## src/design/hart_pkg.sv

```systemverilog
// Shared constants, types and fixed-point helpers for the hinge axis transform.
// No dependencies; every other design file refers to it by scoped names.
`default_nettype none

package hart_pkg;

    typedef logic signed [31:0] q30_t;
    typedef logic signed [39:0] q16w_t;

    localparam int SQRT_STAGES   = 32;
    localparam int DIV_STAGES    = 31;
    localparam int CORDIC_STAGES = 34;
    localparam int MAT_STAGES    = 6;

    localparam logic signed [35:0] Q30_ONE  = 36'sd1073741824;
    localparam logic signed [35:0] Q30_PI   = 36'sd3373259426;
    localparam logic signed [35:0] Q30_2PI  = 36'sd6746518852;
    localparam logic signed [35:0] Q30_HPI  = 36'sd1686629713;
    localparam logic signed [33:0] CORDIC_K = 34'sd652032874;

    function automatic logic [31:0] atan_q30(input logic [4:0] idx);
        logic [31:0] v;
        case (idx)
            5'd0:    v = 32'h3243F6A8;
            5'd1:    v = 32'h1DAC6705;
            5'd2:    v = 32'h0FADBAFC;
            5'd3:    v = 32'h07F56EA6;
            5'd4:    v = 32'h03FEAB76;
            5'd5:    v = 32'h01FFD55B;
            5'd6:    v = 32'h00FFFAAA;
            5'd7:    v = 32'h007FFF55;
            5'd8:    v = 32'h003FFFEA;
            5'd9:    v = 32'h001FFFFD;
            5'd10:   v = 32'h000FFFFF;
            5'd11:   v = 32'h0007FFFF;
            5'd12:   v = 32'h0003FFFF;
            5'd13:   v = 32'h0001FFFF;
            5'd14:   v = 32'h0000FFFF;
            5'd15:   v = 32'h00007FFF;
            5'd16:   v = 32'h00003FFF;
            5'd17:   v = 32'h00001FFF;
            5'd18:   v = 32'h00000FFF;
            5'd19:   v = 32'h000007FF;
            5'd20:   v = 32'h000003FF;
            5'd21:   v = 32'h000001FF;
            5'd22:   v = 32'h000000FF;
            5'd23:   v = 32'h0000007F;
            5'd24:   v = 32'h0000003F;
            5'd25:   v = 32'h0000001F;
            5'd26:   v = 32'h0000000F;
            5'd27:   v = 32'h00000008;
            5'd28:   v = 32'h00000004;
            5'd29:   v = 32'h00000002;
            5'd30:   v = 32'h00000001;
            default: v = 32'h00000000;
        endcase
        return v;
    endfunction

    // Q30 product, rounded half up.
    function automatic logic signed [65:0] mul30(input logic signed [32:0] a,
                                                 input logic signed [32:0] b);
        logic signed [65:0] prod;
        prod = 66'(a) * 66'(b);
        return (prod + 66'sd536870912) >>> 30;
    endfunction

endpackage

`default_nettype wire

```

## src/design/hart_div.sv

```systemverilog
// Pipelined restoring divider: 63-bit dividend over 32-bit divisor, 31-bit quotient.
// Depends on hart_pkg for the stage count.
`default_nettype none

module hart_div (
    input  logic        clk,
    input  logic [62:0] dividend,
    input  logic [31:0] divisor,
    output logic [30:0] quotient
);

    localparam int N = hart_pkg::DIV_STAGES;

    logic [31:0] rem_reg  [N];
    logic [30:0] lo_reg   [N];
    logic [30:0] quo_reg  [N];
    logic [31:0] den_reg  [N];
    logic [31:0] rem_next [N];
    logic [30:0] lo_next  [N];
    logic [30:0] quo_next [N];
    logic [31:0] den_next [N];

    always_comb
    begin
        for (int i = 0; i < N; i++)
        begin
            logic [31:0] rem_p;
            logic [30:0] lo_p;
            logic [30:0] quo_p;
            logic [31:0] den_p;
            logic [32:0] trial;
            logic        ge;
            rem_p = (i == 0) ? dividend[62:31] : rem_reg[(i == 0) ? 0 : i - 1];
            lo_p  = (i == 0) ? dividend[30:0]  : lo_reg[(i == 0) ? 0 : i - 1];
            quo_p = (i == 0) ? 31'd0           : quo_reg[(i == 0) ? 0 : i - 1];
            den_p = (i == 0) ? divisor         : den_reg[(i == 0) ? 0 : i - 1];
            trial = {rem_p, lo_p[30]};
            ge    = (trial >= {1'b0, den_p});
            rem_next[i] = ge ? 32'(trial - {1'b0, den_p}) : trial[31:0];
            lo_next[i]  = {lo_p[29:0], 1'b0};
            quo_next[i] = {quo_p[29:0], ge};
            den_next[i] = den_p;
        end
    end

    always_ff @(posedge clk)
    begin
        for (int i = 0; i < N; i++)
        begin
            rem_reg[i] <= rem_next[i];
            lo_reg[i]  <= lo_next[i];
            quo_reg[i] <= quo_next[i];
            den_reg[i] <= den_next[i];
        end
    end

    assign quotient = quo_reg[N-1];

endmodule

`default_nettype wire

```

## config.mk

```make
export PLATFORM = sky130hd
export DESIGN_NAME = hart_div
export DESIGN_NICKNAME = d
export VERILOG_FILES = /design/src/design/hart_pkg.sv /design/src/design/hart_div.sv
export SDC_FILE = /design/constraint.sdc
export NUM_CORES = 2
export LEC_CHECK = 0
export ABC_CLOCK_PERIOD_IN_PS = 6800
export BUFFER_PORTS_ARGS = -buffer_cell sky130_fd_sc_hd__buf_2
export CAP_MARGIN = 10
export CORE_UTILIZATION = 30
export CTS_CLUSTER_DIAMETER = 200
export DETAILED_ROUTE_END_ITERATION = 10
export PLACE_DENSITY_LB_ADDON = 0.12
export SLEW_MARGIN = 40
export SYNTH_ARGS = -nofsm -noshare
export SYNTH_HDL_FRONTEND = slang
export SYNTH_SLANG_ARGS = --single-unit
```

## constraint.sdc

```tcl
create_clock -name clk -period 6.8 [get_ports clk]
set_input_delay 1.36 -clock clk [delete_from_list [all_inputs] [get_ports clk]]
set_output_delay 1.36 -clock clk [all_outputs]
set_load 0.02 [all_outputs]
```

* Yosys cells after proc, flatten, opt, wreduce, memory -nomap -nowiden
Memories as Yosys holds them, arrays and structs flattened.
Cells that the tools add are included.
** Storage, ports and cells
- Bits in registers :: 0
- RAM bits :: 3875
- Bits of input ports :: 96
- Output and inout bits :: 31
- Logic and storage cells :: 97
- Memories kept :: 4
** Memory list
- den_reg :: words 31, width 32, rd ports 30, clocked after memory_dff 0, write ports 31, line hart_div.sv:17 : logic [31:0] den_reg [N];
- rem_reg :: words 31, width 32, rd ports 30, clocked after memory_dff 0, write ports 31, line hart_div.sv:14 : logic [31:0] rem_reg [N];
- quo_reg :: words 31, width 31, rd ports 31, clocked after memory_dff 0, write ports 31, line hart_div.sv:16 : logic [30:0] quo_reg [N];
- lo_reg :: words 31, width 30, rd ports 30, clocked after memory_dff 0, write ports 31, line hart_div.sv:15 : logic [30:0] lo_reg [N];
** Cells by class
- Add/subtract/negate cells :: 31
- Order comparisons :: 31
- Multiplexer cells :: 31
** Operators by type and width (count)
- $ge A33 B32 Y1 :: 31
- $mux W32 :: 31
- $sub A32 B32 Y32 :: 31

* Depth between registers and ports, before layout
An unclocked memory read counts as a cell.
- Depth after elaboration :: 3
- Depth in mapped cells :: 15
- Mapped depth without buffers :: 13

* Worst setup path before layout
Ideal clock, no wire load.
- Path kind :: input to register
- Start :: input divisor[1]
- End :: memory rem_reg[0][24]
- Setup time :: 0.123 ns
- Data arrival time :: 4.302 ns
- Data required time :: 6.677 ns
- Path slack :: 2.375 ns
- Cell stages on the path :: 13
- Path buffers :: 1
- Cells stage by stage :: inv_1 -> ha_1 -> nor2b_1 -> o31a_1 -> o41a_1 -> a41oi_2 -> a21oi_2 -> a41oi_2 -> o21a_1 -> o211ai_1 -> a2111oi_4 -> buf_6 -> mux2_1
** RTL lines
- start, declared :: line hart_div.sv:8 : input logic [31:0] divisor,
- end, declared :: line hart_div.sv:14

==> results summary <==
The synthesis-to-finish area growth came out at 15.40%. The remaining number of nets flagged by the antenna check after routing is 0. The number of ports placed on the die boundary is about 130. The via count of the first global-routing pass is between 80000 and 90000. The routed wirelength normalized by instance count is 18.06 µm. The worst max-slew margin expressed relative to the limit came out at between 40 and 50%. The H-tree generated during clock tree synthesis spans 5 levels.

Data on the critical path arrives at its endpoint at approximately 5.4 ns. The critical path class is flip-flop to flip-flop. The worst vdd rail ir drop came out at about 0.27 mV.

The net count of the finished layout came out at about 14000. The die footprint came out at about 400000 µm². Combinational logic is responsible for between 40% and 50% of the overall power. Global routing finished with a remaining overflow of 0.

The worst setup timing slack at the placement stage came out at ~1.6 ns. The library cell used most frequently in the layout, excluding fill and tap cells, is dfxtp_1. The number of synthesized register bits is a little under 3000. The kind of end point of the critical path is a flip-flop. The run finished with clean final reports. The total instance count after detailed placement came out at ~18000.

The root buffer cell chosen for the clock tree is clkbuf_16. The clock share of power came out at 23.3%. The signal on the critical path passes through inv_1, ha_1, nor2b_1, o31a_1, o31ai_1, a21oi_1, a2bb2oi_1, o21ai_0, o41ai_2, nand2_1, a41oi_4, buf_4, mux2_2. The final core utilization is 34.80%. The horizontal extent of the die is about 640 µm.

The chip height is about 640 µm. The setup-violating endpoint count in the final report is 0. The minimum setup slack in the final design is around 2.2 ns.

The post-synth design cell area is around 120000 µm². In this run, CTS created clock tree buffers numbering roughly 330. The post-CTS setup buffer count is 0. Of the available clock period, the critical path in the final layout requires ~67%.

The share of total power dissipated in sequential elements is between 30% and 40%. The sum of net half-perimeters after detailed placement came out at 259.4 mm. The net load switching power came out at slightly above 30 mW. The via density per instance is 4.720.

The total area inside the core boundary comes to slightly above 400000 µm². Counting along the longest clock path gives a buffer depth of 4. The CTS tree is done. The launch point of the worst path is den_reg[1][289].

The final sum of negative setup slack came out at 0 ns. The power per unit of standard cell area is 575.6 nW/µm². The quantity of I/O buffers inserted on ports is 126. Setup repair after global routing left no endpoint under its margin.

The number of cells upsized or downsized after cts is 0. The proportion of register bits with asynchronous set or reset after synthesis is 0%. The final standard cell count with taps included and fillers excluded is 18270. The worst hold path begins at lo_reg[1][148]. The routed layout has ~86000 vias. The tightest min-delay check is of the flip-flop to flip-flop type. The clock network latency to the later pin of the worst-skew pair is a little over 0.9 ns.

The number of flops mapped to enable cells by yosys is 0. The sequential element share of the synthesized area came out at roughly 47%. The hold violation count in the final report came to 0. The number of inserted filler cells in the final layout is between 40000 and 50000. After detailed routing, the total wire length is around 330 mm. The worst clock skew on the final layout came out at ~0.034 ns. Averaged over all synthesized cells, the footprint is about 9.9 µm². The fraction of final layout cells sized beyond drive strength 1 came out at a little over a tenth. The final number of max-transition violations was 0.

The wire length of the first global-routing pass is between 500 and 600 mm. On the critical path, the stage with the largest delay is an instance of a41oi_4. The weighted congestion at the end of routability-driven global placement came out at between 0.8 and 0.9. The total track usage is 15.68%. The number of antenna violations at the first check in global routing came to 6.

The required time of the critical path is 7.60 ns. The first-pass iteration count of the detailed router came out at 5. The total nets after synthesis came out at 13450.

Once the floorplan was initialized, standard cells occupied a little under a third of the core. Of the total power, the share spent switching nets is roughly two fifths. The cell-internal power is around 50 mW. The cell count after synthesis came out at 12330. The leakage power total came out at approximately 63 nW. Clock-pin slew was measured on the worst setup and hold paths at around 0.06 ns. Derived from the worst setup path, the maximum achievable clock frequency is 219.6 MHz. The total DRC errors in the routed layout came out at 0. The cts-stage hold buffer count is 0. The routed design could run at a clock period as short as about 4.6 ns. The Yosys step of the flow raised 0 warnings. The cell row count came out at 233. The transition time at the pin with the least slew margin came out at 0.8329 ns. The largest stage delay on the critical path is about 0.63 ns.

Entering global routing, the biggest net connects 64 pins. The biggest fanout along the worst timing path came out at 18. The worst setup path is launched from a flip-flop. The clock drives approximately 2900 sinks.

Across the run, the number of max-cap violations was 0. The first routing iteration left between 4000 and 5000 violations. The number of distinct library cells after synthesis came out at 94. The library cells used most frequently in the layout, excluding fill and tap cells, are 2881 x dfxtp_1, 1235 x inv_1, 992 x ha_1, 879 x a21oi_1, 727 x nand2_1.

For this run, the leading register cell type out of synthesis is dfxtp_1. The reg-to-reg setup timing slack came out at around 2.2 ns. In this run the critical register-to-register path is launched from den_reg[1][289].
-- cell families (layout without fill, tap and decap cells) --
group / count (synthesis) / after routing / share of synthesized area, %
multiplexers: 633 / 633 / 5.896
AND/OR/NAND/NOR: 2463 / 2463 / 9.670
XOR/XNOR: 777 / 777 / 5.596
adder cells (fa/ha/maj): 1022 / 1022 / 10.70
AO/OA/AOI/OAI: 3063 / 3063 / 16.00
flip-flops: 2881 / 2881 / 47.43
buffers and inverters: 1494 / 2015 / 4.707
other: 0 / 7 / 0
-- per-layer routing --
metal	up-vias	wire, µm	track usage (%)
li1	43380	-	-
met1	40790	146700	19.51
met2	1500	160600	27.85
met3	551	11650	1.956
met4	0	10950	5.207
met5	-	0	0
-- synthesized netlist by cell type (147+ instances only) --
library cell  count  area share [%]
ha_1            992              10
xor2_1          302             2.2
clkbuf_1        204            0.63
nor2_1          611             1.9
o21ai_0         703             2.9
a21o_1          506             3.1
nand3_1         226            0.93
nand4_1         151            0.78
mux2_2          522             4.8
inv_1          1235             3.8
nor2b_1         161            0.83
xnor2_1         475             3.4
dfxtp_1        2881              47
a21oi_1         882             3.6
o21a_1          147            0.91
nand2_1         727             2.2
-- final cells by class --
cell class / count / area [µm²] / area share, %
timing repair buffer: 167 / 1011 / 0.7204
tap: 5405 / 6763 / 4.819
inverter: 1235 / 4636 / 3.304
antenna: 7 / 17.52 / 0.01248
sequential: 2881 / 57680 / 41.10
multi-input combinational: 7958 / 58500 / 41.69
clock inverter: 177 / 2326 / 1.658
clock buffer: 436 / 9399 / 6.698
-- power by group through the flow --
stage | combinational [mW] | sequential, mW | clock, mW
final | 36.6 | 25.3 | 18.8
after CTS | 36.7 | 25.5 | 19.6
after detailed placement | 36.4 | 25.8 | 0
after global placement | 36.1 | 25.9 | 0
after floorplan | 28.2 | 24.0 | 0
after global routing | 40.7 | 25.8 | 20.2
-- through the flow --
step / power (mW) / hold WS, ns / area [µm²]
3_5_place_dp: 62.21 / 0.3121 / 128600
5_1_grt: 86.78 / 0.3104 / 140300
3_3_place_gp: 62.03 / 0.3098 / 128400
6_report: 80.77 / 0.3107 / 140300
4_1_cts: 81.80 / 0.3000 / 140300
2_1_floorplan: 52.17 / 0.3096 / 121600
-- worst max-delay path: cells and delay by family, from the launching register on --
kind                       cells  cell delay, ns
buffers and inverters          2            0.41
and+or+nand+nor                2            0.35
AOI/OAI and AO/OA              7            2.67
DFF                            1            0.37
muxes                          1            0.36
adders and majority gates      1            0.30
-- path summary, 6_finish.rpt --
kind / end / cells after the start
min reg2reg: lo_reg[1][179] / 0
max reg2reg: rem_reg[1][326] / 13
min: lo_reg[1][179] / 0
max: rem_reg[1][326] / 13
No activity file was read; power rests on OpenSTA's default activity.
