==> config.mk <==
export PLATFORM = sky130hd
export DESIGN_NAME = hart_sqrt
export DESIGN_NICKNAME = d
export VERILOG_FILES = /design/src/design/hart_pkg.sv /design/src/design/hart_sqrt.sv
export SDC_FILE = /design/constraint.sdc
export NUM_CORES = 2
export LEC_CHECK = 0
export ABC_CLOCK_PERIOD_IN_PS = 6200
export BUFFER_PORTS_ARGS = -buffer_cell sky130_fd_sc_hd__buf_2
export CELL_PAD_IN_SITES_DETAIL_PLACEMENT = 0
export CELL_PAD_IN_SITES_GLOBAL_PLACEMENT = 2
export CORE_AREA = 5 5 581 526
export CTS_CLUSTER_SIZE = 14
export DETAILED_ROUTE_END_ITERATION = 10
export DIE_AREA = 0 0 586 531
export GPL_TIMING_DRIVEN = 0
export HOLD_SLACK_MARGIN = 0.02
export PLACE_DENSITY_LB_ADDON = 0.1
export SLEW_MARGIN = 20
export SYNTH_ARGS = -nofsm -noshare
export SYNTH_HDL_FRONTEND = slang
export SYNTH_SLANG_ARGS = --single-unit
==> constraint.sdc <==
create_clock -name clk -period 6.2 [get_ports clk]
set_input_delay 0.31 -clock clk [delete_from_list [all_inputs] [get_ports clk]]
set_output_delay 0.31 -clock clk [all_outputs]
set_load 0.03 [all_outputs]
==> src/design/hart_pkg.sv <==
// Shared constants, types and fixed-point helpers for the hinge axis transform.
// No dependencies; every other design file refers to it by scoped names.
`default_nettype none

package hart_pkg;

    typedef logic signed [31:0] q30_t;
    typedef logic signed [39:0] q16w_t;

    localparam int SQRT_STAGES   = 32;
    localparam int DIV_STAGES    = 31;
    localparam int CORDIC_STAGES = 34;
    localparam int MAT_STAGES    = 6;

    localparam logic signed [35:0] Q30_ONE  = 36'sd1073741824;
    localparam logic signed [35:0] Q30_PI   = 36'sd3373259426;
    localparam logic signed [35:0] Q30_2PI  = 36'sd6746518852;
    localparam logic signed [35:0] Q30_HPI  = 36'sd1686629713;
    localparam logic signed [33:0] CORDIC_K = 34'sd652032874;

    function automatic logic [31:0] atan_q30(input logic [4:0] idx);
        logic [31:0] v;
        case (idx)
            5'd0:    v = 32'h3243F6A8;
            5'd1:    v = 32'h1DAC6705;
            5'd2:    v = 32'h0FADBAFC;
            5'd3:    v = 32'h07F56EA6;
            5'd4:    v = 32'h03FEAB76;
            5'd5:    v = 32'h01FFD55B;
            5'd6:    v = 32'h00FFFAAA;
            5'd7:    v = 32'h007FFF55;
            5'd8:    v = 32'h003FFFEA;
            5'd9:    v = 32'h001FFFFD;
            5'd10:   v = 32'h000FFFFF;
            5'd11:   v = 32'h0007FFFF;
            5'd12:   v = 32'h0003FFFF;
            5'd13:   v = 32'h0001FFFF;
            5'd14:   v = 32'h0000FFFF;
            5'd15:   v = 32'h00007FFF;
            5'd16:   v = 32'h00003FFF;
            5'd17:   v = 32'h00001FFF;
            5'd18:   v = 32'h00000FFF;
            5'd19:   v = 32'h000007FF;
            5'd20:   v = 32'h000003FF;
            5'd21:   v = 32'h000001FF;
            5'd22:   v = 32'h000000FF;
            5'd23:   v = 32'h0000007F;
            5'd24:   v = 32'h0000003F;
            5'd25:   v = 32'h0000001F;
            5'd26:   v = 32'h0000000F;
            5'd27:   v = 32'h00000008;
            5'd28:   v = 32'h00000004;
            5'd29:   v = 32'h00000002;
            5'd30:   v = 32'h00000001;
            default: v = 32'h00000000;
        endcase
        return v;
    endfunction

    // Q30 product, rounded half up.
    function automatic logic signed [65:0] mul30(input logic signed [32:0] a,
                                                 input logic signed [32:0] b);
        logic signed [65:0] prod;
        prod = 66'(a) * 66'(b);
        return (prod + 66'sd536870912) >>> 30;
    endfunction

endpackage

`default_nettype wire

==> src/design/hart_sqrt.sv <==
// Pipelined integer square root of a 64-bit radicand, one root bit per stage.
// Depends on hart_pkg for the stage count.
`default_nettype none

module hart_sqrt (
    input  logic        clk,
    input  logic [63:0] radicand,
    output logic [31:0] root
);

    localparam int N = hart_pkg::SQRT_STAGES;

    logic [63:0] rem_reg  [N];
    logic [63:0] res_reg  [N];
    logic [63:0] rem_next [N];
    logic [63:0] res_next [N];

    always_comb
    begin
        for (int i = 0; i < N; i++)
        begin
            logic [63:0] rem_p;
            logic [63:0] res_p;
            logic [63:0] bitv;
            logic [64:0] trial;
            bitv  = 64'd1 << (62 - 2 * i);
            rem_p = (i == 0) ? radicand : rem_reg[(i == 0) ? 0 : i - 1];
            res_p = (i == 0) ? 64'd0    : res_reg[(i == 0) ? 0 : i - 1];
            trial = {1'b0, res_p} + {1'b0, bitv};
            if ({1'b0, rem_p} >= trial)
            begin
                rem_next[i] = rem_p - trial[63:0];
                res_next[i] = (res_p >> 1) + bitv;
            end
            else
            begin
                rem_next[i] = rem_p;
                res_next[i] = res_p >> 1;
            end
        end
    end

    always_ff @(posedge clk)
    begin
        for (int i = 0; i < N; i++)
        begin
            rem_reg[i] <= rem_next[i];
            res_reg[i] <= res_next[i];
        end
    end

    assign root = res_reg[N-1][31:0];

endmodule

`default_nettype wire

== After elaboration in Yosys (flattened, before gate mapping) ==
Memories as Yosys holds them, arrays and structs flattened.
Index checks and enable logic that the tools add are counted.
Word-level totals
  input port bits: 65
  memories: 2
  register bits after elaboration: 0
  bits in writable memories: 4096
  output and inout port bits: 32
  word-level logic and storage cells: 192
Operators by class
  magnitude comparators: 32
  add/subtract/negate cells: 94
  mux-type cells: 64
Memories
  rem_reg: words 32, bits a word 64, read ports 31, clocked after memory_dff 0, write ports 32, line hart_sqrt.sv:13  | logic [63:0] rem_reg [N];
  res_reg: words 32, bits a word 64, read ports 32, clocked after memory_dff 0, write ports 32, line hart_sqrt.sv:14  | logic [63:0] res_reg [N];
Operator list (count)
  64-bit two-way mux: 63
  64-bit by 65-bit >= comparator with 1-bit output: 31
  64-bit subtractor: 31
  64-bit by 1-bit adder with 65-bit output (second input constant): 1
  64-bit by 11-bit adder with 65-bit output (second input constant): 1
  64-bit by 13-bit adder with 65-bit output (second input constant): 1
  64-bit by 15-bit adder with 65-bit output (second input constant): 1
  64-bit by 17-bit adder with 65-bit output (second input constant): 1
  64-bit by 19-bit adder with 65-bit output (second input constant): 1
  64-bit by 21-bit adder with 65-bit output (second input constant): 1
  64-bit by 23-bit adder with 65-bit output (second input constant): 1
  64-bit by 25-bit adder with 65-bit output (second input constant): 1
  64-bit by 27-bit adder with 65-bit output (second input constant): 1
  64-bit by 29-bit adder with 65-bit output (second input constant): 1
  64-bit by 3-bit adder with 65-bit output (second input constant): 1
  64-bit by 31-bit adder with 65-bit output (second input constant): 1
  64-bit by 33-bit adder with 65-bit output (second input constant): 1
  64-bit by 35-bit adder with 65-bit output (second input constant): 1
  64-bit by 37-bit adder with 65-bit output (second input constant): 1
  64-bit by 39-bit adder with 65-bit output (second input constant): 1
  64-bit by 41-bit adder with 65-bit output (second input constant): 1
  64-bit by 43-bit adder with 65-bit output (second input constant): 1
  64-bit by 45-bit adder with 65-bit output (second input constant): 1
  64-bit by 47-bit adder with 65-bit output (second input constant): 1
  other kinds (44): 44

== Depth between registers and ports, before layout ==
An unclocked memory read counts as a cell.
  word-level depth: 4
  gate-level depth with buffers: 16
  mapped depth without buffers: 13

== Worst setup path after synthesis ==
OpenSTA, ideal clock, no wires.
  path kind: register -> register
  from: memory res_reg[27][8], in the netlist res_reg[1][712]
  to: memory rem_reg[28][46], in the netlist rem_reg[1][814]
  data arrival time: 3441 ps
  cell stages (with the launch flop): 14
  path buffers: 1
  setup slack: 2630 ps
  cells stage by stage: dfxtp_1 > inv_1 > ha_1 > nor2b_1 > o311a_1 > a31oi_1 > o31ai_1 > o41ai_2 > o21ai_0 > o2111a_1 > or4_1 > clkbuf_1 > o41ai_1 > o21ai_1
RTL lines (line)
  start: declaration: hart_sqrt.sv:14
  end: declaration: hart_sqrt.sv:13

==> metrics.md <==
| Metric | Value |
|---|---|
| Fin. Hold Viols | `0` |
| Die W | `586 um` |
| Sequential area share after synthesis | `52.9%` |
| Final Max Slew Viols | `0` |
| P&R area growth vs syn | `17.2%` |
| CP top delay family | `buffers and inverters` |
| CP max stage cell | `nor4_1` |
| Largest incremental delay on the critical path | `0.82 ns` |
| Origin of the critical flop-to-flop path | `res_reg[1][548]` |
| Sequence of cells on the critical path | `inv_1, ha_1, clkbuf_1, and4_1, nand3_1, or3b_2, nor4_1, a31oi_1, nand3_1, a21o_1, clkbuf_1, buf_1, clkbuf_1, a21oi_1` |
| Initial core utilization | `31.8%` |
| Hold Path End | `rem_reg[0][8]` |
| Rel. slew slack | `10.6%` |
| Largest net degree at the start of global routing | `15` |
| Sink Count | `2512` |
| Setup ws final | `0.751 ns` |
| Crit path DAT | `6.13 ns` |
| Ys Warns | `0` |
| Async SR Flop Fraction | `0%` |
| Storage element area | `0.0503 mm^2` |
| First-pass GRT wire length | `437000 um` |
| Cells after Synth | `9514` |
| H-tree depth | `5` |
| Initial antenna violation count | `23` |
| CP Capture Type | `register` |
| Setup TNS | `0 ns` |
| Setup Crit Path Kind | `register to register` |
| Fmax | `184 MHz` |
| Avg Vias per Cell | `4.80` |
| Resized Gates After CTS | `0` |
| Largest cells by area after synthesis | `dfxtp_1 (53%), ha_1 (7.3%), xor2_1 (4.0%), xnor2_1 (4.0%), a21oi_1 (3.2%)` |
| Mapped Nets | `10.1k` |
| Worst-Skew Late Latency | `0.89 ns` |
| Max Cap Viol | `0` |
| Total gr overflow | `0` |
| DP Cell Count | `13.6k` |
| DRC Markers | `0` |
| Vias in the first global route | `68.9k` |
| Fin crit period | `5.45 ns` |
| CTS tree | `built` |
| Worst path buffer plus inverter count | `5` |
| Number of synthesized register bits | `2512` |
| Vias | `68.1k` |
| R2R depth | `14` |
| Place WS | `0.739 ns` |
| ANT nets after route | `0` |
| Synth Area per Inst | `9.99 um^2` |
| VDD IR max | `0.000216 V` |
| Wire per inst | `20.5 um` |
| Max reg flops | `1984` |
| Worst endpoint required time | `6.88 ns` |
| Clock Tree Root | `clkbuf_16` |
| Share of post-route cells with drive strength above 1 | `7.58%` |
| Crit start category | `register` |
| RSZ-0062 raised after global routing | `no` |
| Ports | `97` |
| Nets | `10.6k` |
| Final cell count without fillers | `14.2k` |
| Clock Pin Slew Worst Setup and Hold Paths | `0.06 ns` |
| CP most frequent cell | `clkbuf_1` |
| Hold path startpoint | `radicand[8]` |
| Fin crit share | `87.9%` |
| Final Setup Violations | `0` |
| Static Leakage | `50.4 nW` |
| Die height | `531 um` |
| Crit Path Max Fanout | `10` |
| Netlist cell types | `95` |
| R2r endpoint | `rem_reg[1][603]` |
| Multi-input logic area | `0.0415 mm^2` |
| Most used DFF post-synth | `dfxtp_1` |
| Crit. Startpoint | `res_reg[1][548]` |
| I/O Buffers | `96` |
| Power Total | `0.0536 W` |
| Final WL | `290000 um` |
| Hpwl dp | `234000 um` |
| Status | `finished, final reports clean` |
| P per Cell Area | `481 mW/mm^2` |
| Area of the core | `0.299 mm^2` |
| Worst Hold Depth | `2` |
| Maximum clock path buffer count | `4` |
| Placer Congestion | `0.867` |
| Share of the synthesized area in the top cell type | `52.9%` |
| HP Class | `primary input to register` |
| Initial DRC Count | `4094` |
| DRT Pass-1 Iters | `5` |
| Worst clock skew | `0.0743 ns` |
| Core Rows | `191` |
| Total Routing Usage GR | `18.2%` |
| CTS buffer count | `280` |
| Number of synthesized flops with an enable pin | `0` |
| Yosys top cell by area | `dfxtp_1` |
| Fill count | `30.0k` |
| Slew @ Worst Pin | `1.33 ns` |
| Die footprint | `0.311 mm^2` |
| Worst reg2reg setup slack | `0.75 ns` |
| Post-Syn Area | `0.0951 mm^2` |
-- layer usage --
metal	wire length (um)	part of all wire, %	vias up	GRT usage (%)
met2	124000	43	1194	27.9
met4	5430	1.9	0	3.82
li1	-	-	34200	-
met1	147000	51	32400	26.9
met3	14000	4.8	335	2.96
met5	0	0	-	0
-- kinds of logic after synthesis --
| logic type | count (synthesis) | share of synthesized area [%] |
|---|---|---|
| fa+ha+maj | 558 | 7.34 |
| buf+inv | 891 | 3.57 |
| flops | 2512 | 52.9 |
| simple gates | 2775 | 15.2 |
| mux | 103 | 1.21 |
| compound gates | 1801 | 11.7 |
| xor+xnor | 874 | 8.05 |
-- synthesized netlist by cell type (all sizes together) (170+ instances only) --
library cell and count:
dfxtp 2512, inv 690, nor2 607, a21oi 601
nand2 571, ha 558, o21ai 439, xor2 438
xnor2 436, nor4 347, nor3 275, a21o 274
clkbuf 170
-- cell type report --
cell class / instances / area share [%]
clock buffers: 380 / 7.26
diodes: 7 / 0.0157
inverters: 690 / 2.33
well taps: 3956 / 4.44
multi-input cells: 6111 / 37.2
clock inverters: 112 / 1.32
plain buffers: 201 / 0.723
flip-flops and latches: 2512 / 45.1
repair buffers: 222 / 1.56
-- metrics by stage --
stage          instance area [um^2]  utilization (%)  hold slack, ns
3_5_place_dp                 101000             33.6           0.329
4_1_cts                      111000             37.2          0.0316
5_1_grt                      111000             37.2          0.0681
3_3_place_gp                 101000             33.6           0.330
2_1_floorplan                 95100                -           0.322
6_report                     111000             37.2           0.109
-- placed cells by master (no fill, tap or decap), types with 25 or more instances in the layout --
cell / count
o21a_1: 83
nor4_1: 339
dfxtp_1: 2512
nor2_1: 607
nor4b_1: 43
nor3_1: 273
inv_1: 686
nand4_1: 152
nand2_1: 570
nand3_1: 151
nand3b_1: 30
o21bai_1: 49
or3_1: 107
a21oi_1: 600
dlygate4sd3_1: 125
xnor2_1: 436
a21o_1: 274
clkbuf_16: 287
clkbuf_8: 56
o211ai_1: 32
nor2b_1: 73
a31oi_1: 47
buf_2: 113
clkbuf_1: 207
nand4b_1: 25
or2_2: 44
clkinv_2: 50
xor2_1: 438
o21ai_0: 433
and3_1: 47
o31ai_1: 37
a211oi_1: 33
mux2_2: 88
ha_1: 558
nand2b_1: 129
or4_1: 84
-- repair_timing --
item                                   in CTS  in global routing
setup buffers                               0                  0
endpoints found under the hold margin      65                  0
hold buffers                              125                  0
-- worst reg2reg max path, stage by stage, from the launching register on --
cell and delay [ns]:
dfxtp_1 0.37, inv_1 0.06, ha_1 0.27, clkbuf_1 0.27, and4_1 0.27, nand3_1 0.13, or3b_2 0.57, nor4_1 0.82
a31oi_1 0.17, nand3_1 0.17, a21o_1 0.09, clkbuf_1 0.59, buf_1 0.72, clkbuf_1 0.67, a21oi_1 0.14
-- worst max-delay path by stage --
stage / cells after the start / endpoint / slack, ns
2_1_floorplan: 13 / rem_reg[1][814] / 2.63
3_3_place_gp: 11 / rem_reg[1][540] / 0.51
3_5_place_dp: 14 / rem_reg[1][609] / 0.74
4_1_cts: 14 / rem_reg[1][606] / 0.70
5_1_grt: 14 / rem_reg[1][608] / 0.46
6_report: 14 / rem_reg[1][603] / 0.75
-- where the power goes --
part           internal [W]  total [W]  switching (W)
logic               0.00557     0.0134        0.00783
registers            0.0199     0.0233        0.00340
clock network        0.0101     0.0169        0.00681
No activity file was read; power rests on OpenSTA's default activity.
